**config.mk**
```make
export PLATFORM = sky130hd
export DESIGN_NAME = serial_frame_receiver_crc8_core
export DESIGN_NICKNAME = d
export VERILOG_FILES = /design/src/rtl/sfrc8_pkg.sv /design/src/rtl/serial_frame_receiver_crc8_core.sv
export SDC_FILE = /design/constraint.sdc
export NUM_CORES = 1
export LEC_CHECK = 0
export BUFFER_PORTS_ARGS = -buffer_cell sky130_fd_sc_hd__buf_2
export CORE_AREA = 2 2 150 152
export CTS_CLUSTER_SIZE = 30
export DETAILED_ROUTE_END_ITERATION = 12
export DIE_AREA = 0 0 152 154
export HOLD_SLACK_MARGIN = 0.02
export PLACE_DENSITY = 0.61
export SYNTH_ARGS = -nofsm -noshare
export SYNTH_HDL_FRONTEND = slang
export SYNTH_SLANG_ARGS = --single-unit
```
**constraint.sdc**
```tcl
create_clock -name clk -period 8.22 [get_ports clk]
set_input_delay 1.644 -clock clk [delete_from_list [all_inputs] [get_ports clk]]
set_output_delay 1.644 -clock clk [all_outputs]
set_load 0.02 [all_outputs]
```
**src/rtl/sfrc8_pkg.sv**
```systemverilog
// Package for the serial frame receiver with CRC-8 check.
// Holds frame constants, status codes, the phase type and the CRC byte step.
// No dependencies.
package sfrc8_pkg;

    localparam int MAX_PAYLOAD_DEFAULT = 12;

    // Payload bytes that reach the result: speeds, angle and control byte
    localparam int STORE_DEPTH = 9;
    localparam int STORE_IDX_W = 4;

    localparam logic [7:0] HDR0     = 8'h55;
    localparam logic [7:0] HDR1     = 8'hAA;
    localparam logic [7:0] CRC_POLY = 8'h8C;
    localparam logic [7:0] CRC_INIT = 8'h00;

    typedef enum logic [1:0] {
        STATUS_GOOD    = 2'd0,
        STATUS_CRC_ERR = 2'd1,
        STATUS_LEN_ERR = 2'd2
    } status_t;

    typedef enum logic [4:0] {
        PH_HUNT    = 5'b00001,
        PH_LEN     = 5'b00010,
        PH_PAYLOAD = 5'b00100,
        PH_CRC     = 5'b01000,
        PH_TAIL    = 5'b10000
    } phase_t;

    // Reflected CRC-8, one byte per call
    function automatic logic [7:0] crc8_byte(input logic [7:0] crc, input logic [7:0] data);
        logic [7:0] c;
        c = crc ^ data;
        for (int i = 0; i < 8; i++)
        begin
            if (c[0])
                c = (c >> 1) ^ CRC_POLY;
            else
                c = c >> 1;
        end
        return c;
    endfunction

    // Running CRC after the two header bytes
    localparam logic [7:0] CRC_AFTER_HDR = crc8_byte(crc8_byte(CRC_INIT, HDR0), HDR1);

endpackage

```
**src/rtl/serial_frame_receiver_crc8_core.sv**
```systemverilog
// Top level of the serial frame receiver with CRC-8 check.
// Uses sfrc8_pkg for constants, phase type and the CRC byte step.
//
//  Channel | Direction | Handshake         | Payload
//  --------+-----------+-------------------+--------------------------------------------
//  in      | request   | in_valid/in_stall | rx_byte
//  out     | response  | out_valid/out_stall | status, motor1_speed, motor2_speed,
//          |           |                   | angle_bits, control_byte, frame_length
//
// One byte per cycle sustained while no stalled result blocks the parser. A byte sits in the
// input register, where the frame parser and CRC step act on it; a result is then captured
// in the output register.
// Reset (rst_n low, asynchronous) returns to header hunting and clears the payload
// bytes and the running CRC.
// A stalled result holds the output register; the input register then holds its
// byte and in_stall rises only while that register is full.
module serial_frame_receiver_crc8_core
    import sfrc8_pkg::*;
#(
    parameter int MAX_PAYLOAD = MAX_PAYLOAD_DEFAULT
) (
    input  logic               clk,
    input  logic               rst_n,
    input  logic               in_valid,
    output logic               in_stall,
    input  logic [7:0]         rx_byte,
    output logic               out_valid,
    input  logic               out_stall,
    output logic [1:0]         status,
    output logic signed [15:0] motor1_speed,
    output logic signed [15:0] motor2_speed,
    output logic [31:0]        angle_bits,
    output logic [7:0]         control_byte,
    output logic [7:0]         frame_length
);

    // Payload counter must hold MAX_PAYLOAD itself
    localparam int CNT_W = $clog2(MAX_PAYLOAD + 1);

    // input register
    logic       in_valid_reg;
    logic [7:0] in_byte_reg;

    // frame state
    phase_t           phase_reg, phase_next;
    logic [7:0]       prev_reg, prev_next;
    logic [7:0]       len_reg, len_next;
    logic [CNT_W-1:0] cnt_reg, cnt_next;
    logic [7:0]       crc_reg, crc_next;
    logic             tail_reg, tail_next;
    logic [7:0]       store_reg [STORE_DEPTH];

    // result register
    logic        out_valid_reg;
    status_t     status_reg;
    logic [15:0] m1_reg, m2_reg;
    logic [31:0] angle_reg;
    logic [7:0]  ctrl_reg, flen_reg;

    logic             advance;
    logic             in_accept;
    logic             res_fire;
    status_t          res_status;
    logic             res_good;
    logic [7:0]       crc_step;
    logic [CNT_W-1:0] cnt_inc;
    logic             store_we;

    // The parser moves whenever a byte is held and the result register can take a new value
    assign advance   = in_valid_reg && !(out_valid_reg && out_stall);
    assign in_stall  = in_valid_reg && out_valid_reg && out_stall;
    assign in_accept = in_valid && !in_stall;

    assign crc_step = crc8_byte(crc_reg, in_byte_reg);
    assign cnt_inc  = cnt_reg + 1'b1;
    assign store_we = advance && (phase_reg == PH_PAYLOAD)
                      && (cnt_reg < CNT_W'(STORE_DEPTH));

    always_comb
    begin
        phase_next = phase_reg;
        prev_next  = prev_reg;
        len_next   = len_reg;
        cnt_next   = cnt_reg;
        crc_next   = crc_reg;
        tail_next  = tail_reg;
        res_fire   = 1'b0;
        res_status = STATUS_GOOD;
        res_good   = 1'b0;
        unique case (phase_reg)
            PH_HUNT:
            begin
                if (in_byte_reg == HDR1 && prev_reg == HDR0)
                begin
                    crc_next   = CRC_AFTER_HDR;
                    cnt_next   = '0;
                    tail_next  = 1'b0;
                    phase_next = PH_LEN;
                end
                prev_next = in_byte_reg;
            end
            PH_LEN:
            begin
                len_next = in_byte_reg;
                crc_next = crc_step;
                if (in_byte_reg > 8'(MAX_PAYLOAD))
                begin
                    res_fire   = 1'b1;
                    res_status = STATUS_LEN_ERR;
                    phase_next = PH_HUNT;
                    prev_next  = '0;
                    cnt_next   = '0;
                    tail_next  = 1'b0;
                end
                else
                begin
                    cnt_next   = '0;
                    phase_next = (in_byte_reg == 8'd0) ? PH_CRC : PH_PAYLOAD;
                end
            end
            PH_PAYLOAD:
            begin
                crc_next = crc_step;
                cnt_next = cnt_inc;
                if (8'(cnt_inc) >= len_reg)
                    phase_next = PH_CRC;
            end
            PH_CRC:
            begin
                if (in_byte_reg != crc_reg)
                begin
                    res_fire   = 1'b1;
                    res_status = STATUS_CRC_ERR;
                    phase_next = PH_HUNT;
                    prev_next  = '0;
                    cnt_next   = '0;
                    tail_next  = 1'b0;
                end
                else
                begin
                    tail_next  = 1'b0;
                    phase_next = PH_TAIL;
                end
            end
            PH_TAIL:
            begin
                if (!tail_reg)
                    tail_next = 1'b1;
                else
                begin
                    res_fire   = 1'b1;
                    res_good   = 1'b1;
                    phase_next = PH_HUNT;
                    prev_next  = '0;
                    cnt_next   = '0;
                    tail_next  = 1'b0;
                end
            end
            default:
            begin
                phase_next = PH_HUNT;
                prev_next  = '0;
                cnt_next   = '0;
                tail_next  = 1'b0;
            end
        endcase
    end

    // input register
    always_ff @(posedge clk or negedge rst_n)
    begin
        if (!rst_n)
            in_valid_reg <= 1'b0;
        else if (in_accept)
            in_valid_reg <= 1'b1;
        else if (advance)
            in_valid_reg <= 1'b0;
    end

    always_ff @(posedge clk)
    begin
        if (in_accept)
            in_byte_reg <= rx_byte;
    end

    // frame state
    always_ff @(posedge clk or negedge rst_n)
    begin
        if (!rst_n)
        begin
            phase_reg <= PH_HUNT;
            prev_reg  <= '0;
            len_reg   <= '0;
            cnt_reg   <= '0;
            crc_reg   <= CRC_INIT;
            tail_reg  <= 1'b0;
        end
        else if (advance)
        begin
            phase_reg <= phase_next;
            prev_reg  <= prev_next;
            len_reg   <= len_next;
            cnt_reg   <= cnt_next;
            crc_reg   <= crc_next;
            tail_reg  <= tail_next;
        end
    end

    // payload bytes; later positions of a long frame are never reported
    always_ff @(posedge clk or negedge rst_n)
    begin
        if (!rst_n)
        begin
            for (int i = 0; i < STORE_DEPTH; i++)
                store_reg[i] <= '0;
        end
        else if (store_we)
            store_reg[cnt_reg[STORE_IDX_W-1:0]] <= in_byte_reg;
    end

    // result register
    always_ff @(posedge clk or negedge rst_n)
    begin
        if (!rst_n)
            out_valid_reg <= 1'b0;
        else if (advance && res_fire)
            out_valid_reg <= 1'b1;
        else if (!out_stall)
            out_valid_reg <= 1'b0;
    end

    always_ff @(posedge clk)
    begin
        if (advance && res_fire)
        begin
            status_reg <= res_status;
            flen_reg   <= len_next;
            if (res_good)
            begin
                m1_reg    <= {store_reg[1], store_reg[0]};
                m2_reg    <= {store_reg[3], store_reg[2]};
                angle_reg <= {store_reg[7], store_reg[6], store_reg[5], store_reg[4]};
                ctrl_reg  <= store_reg[8];
            end
            else
            begin
                m1_reg    <= '0;
                m2_reg    <= '0;
                angle_reg <= '0;
                ctrl_reg  <= '0;
            end
        end
    end

    assign out_valid    = out_valid_reg;
    assign status       = status_reg;
    assign motor1_speed = m1_reg;
    assign motor2_speed = m2_reg;
    assign angle_bits   = angle_reg;
    assign control_byte = ctrl_reg;
    assign frame_length = flen_reg;

endmodule

```
==> results.toml <==
[route]
wl_per_cell_um = 16.95
drc_errors = 0
vias_per_cell = 4.848
num_vias = 4581
dr.pass1.iters = 4
drt_wl_total_mm = 16.01
drt-initial-drc-count = 260
ant_nets = 0

[floorplan]
rows = 54
core_area_mm2 = 0.02169
start_util_pct = 37.81
io_pins = 96
die-height_um = 154
dieArea_mm2 = 0.02341
fp.dieW_um = 152

[sta]
fmax_ghz = 0.2444
rsz0062_at_grt = "no"
tightest_slew_ns = 1.191
hold_viol_final = 0
drv_slew = 0
tns_ns = 0
worst_slack_ns = 4.128
post-route-period-util_pct = 49.78
min_period_ns = 4.092
relSlewSlack_pct = 20.42
setup_viol = 0
worst_clock_skew_ns = 0.01047

[cts]
clk_latency_ns = 0.43
post-cts-setup-buffers = 0
cts.sinks = 198
cts_tree = "done"
cts_resized = 0
post_cts_hold_buffer_count = 0
numCtsBuffers = 17
cts_max_level = 4
cts_root_buf = "clkbuf_16"
clk_pin_slew_ns = 0.07
clockBufferDepth = 2

[finish]
fin_nets = 673
final_common_cell = "dfrtp_1"
diodes = 0
syn_to_final_growth_pct = 16.57
multi_input_area_mm2 = 0.002644
final_cells = 945
fillerInstances = 1971
layout-drive-gt1-share_pct = 35.49
final_cell_mix = "107 x dfrtp_1, 94 x buf_2, 90 x mux2_2, 90 x edfxtp_1, 74 x and2_1"
final-seq-area_mm2 = 0.005406
largest_reg_flops = 72

[synthesis]
synthFlopType = "dfrtp_1"
postSynth.asyncResetShare_pct = 54.55
yosysSeqAreaShare_pct = 65.93
mappedNetlistArea_mm2 = 0.008200
ys_ff_latch = 198
yosys_warnings = 0
ys_types = 44
syn_nets = 580
synth_cells = 559
avgSynthCellArea_um2 = 14.67
synth_edf_count = 90

[global_routing]
grt_max_degree = 85
grt_pass1_wl_mm = 26.35
antenna_found_initial = 0
overflow = 0
grtUsageTotal_pct = 14.27
grt_pass1_vias = 4834

[run_status]
status = "complete, no violations"

[power]
peakVddDrop_uv = 144.4
swShare_pct = 26.94
leakage_nw = 4.145
power.total_w = 0.002410
power_frac_comb_pct = 16.6
pwr-share-seq_pct = 48.8
p_sw_w = 0.0006493
pwr-share-clk_pct = 34.5
intPower_w = 0.001761
powerDensity_mw_per_mm2 = 252.1

[setup_path]
reg2reg_slack_ns = 4.13
path_class = "reg -> reg"
reg2reg_to = "motor2_speed[1]"
cp.arrival_ns = 4.15
crit_required_ns = 8.27
path_max_fanout = 73
cp-end-kind = "register"
r2r_start = "phase_reg[1]"
timing.critical_path.from_type = "register"
worstRegToRegCells = 6

[hold_path]
hold_class = "reg -> reg"
hold_end = "store_reg[32]"
worstHoldStart = "store_reg[32]"
min_path_cells = 1

[place]
dp_hpwl_mm = 10.44
dpl_worst_slack_ns = 4.022
portBuffers = 95
place_congestion = 0.7701
place_inst = 913

[job]
cap_viol_max_count = 0
[worst max-delay path, stage by stage (launching register included)]
cell     delay (ns)
dfrtp_1        0.43
nor2_1         0.54
nand3_1        0.25
nor2_4         0.94
nor3_1         0.23
nor2_4         0.57
buf_4          0.73
[power by group through the flow]
stage	combinational (W)	sequential [W]	clock, W
after detailed placement	0.000405	0.00120	0
after CTS	0.000407	0.00118	0.000850
after global placement	0.000394	0.00119	0
final	0.000401	0.00118	0.000833
after global routing	0.000446	0.00119	0.000894
after floorplan	0.000307	0.00120	0
[cell type report]
type                    count  share of cell area (%)
well taps                 280                   3.665
inverters                  18                  0.7068
clock inverters            12                   1.610
multi-input cells         319                   27.66
repair buffers             98                   5.236
flip-flops and latches    198                   56.56
clock buffers              20                   4.568
[metrics by stage]
stage	area, um2	util (%)	hold slack [ns]
after floorplan	8200	-	0.4702
after global placement	8969	41.35	0.4830
after detailed placement	8969	41.35	0.4880
after CTS	9559	44.08	0.5017
after global routing	9559	44.08	0.5172
final	9559	44.08	0.4962
[kinds of logic (layout without fill, tap and decap cells)]
| kind of cell | Yosys count | in the layout | synth area share, % |
|---|---|---|---|
| AO/OA/AOI/OAI | 37 | 37 | 3.067 |
| XOR/XNOR | 25 | 25 | 2.670 |
| adder cells (fa/ha/maj) | 9 | 9 | 1.373 |
| buffers and inverters | 42 | 148 | 2.014 |
| flip-flops | 198 | 198 | 65.93 |
| multiplexers | 94 | 94 | 12.85 |
| AND/OR/NAND/NOR | 154 | 154 | 12.10 |
[worst max path at each step]
stage / to / startpoint / slack [ns]
finish: motor2_speed[1] / phase_reg[1] / 4.13
global route: angle_bits[3] / phase_reg[1] / 3.61
CTS: angle_bits[30] / phase_reg[1] / 4.01
detailed placement: angle_bits[30] / phase_reg[1] / 4.02
global placement: angle_bits[30] / out_stall / 4.24
floorplan: angle_bits[0] / out_stall / 2.09
[layer usage]
metal / routed length (um) / global-route usage (%) / vias up
met1: 7540 / 19.31 / 2293
met4: 286 / 5.029 / 0
li1: - / - / 2157
met2: 7468 / 22.46 / 109
met3: 719 / 3.636 / 22
met5: 0 / 0 / -
[synth_stat cells, types with 6 or more instances]
cell	instances	area [um2]
o21ai_0	16	80.08
nand3_1	19	95.09
dfrtp_1	107	2678
clkbuf_1	21	78.83
and2_1	74	462.9
inv_1	18	67.56
a21oi_1	6	30.03
xor2_1	6	52.55
edfxtp_1	90	2703
nand2_1	18	67.56
nor2_1	13	48.80
xnor2_1	19	166.4
mux2_2	90	1013
ha_1	9	112.6
nor3_4	7	113.9
No activity file was read; power rests on OpenSTA's default activity.
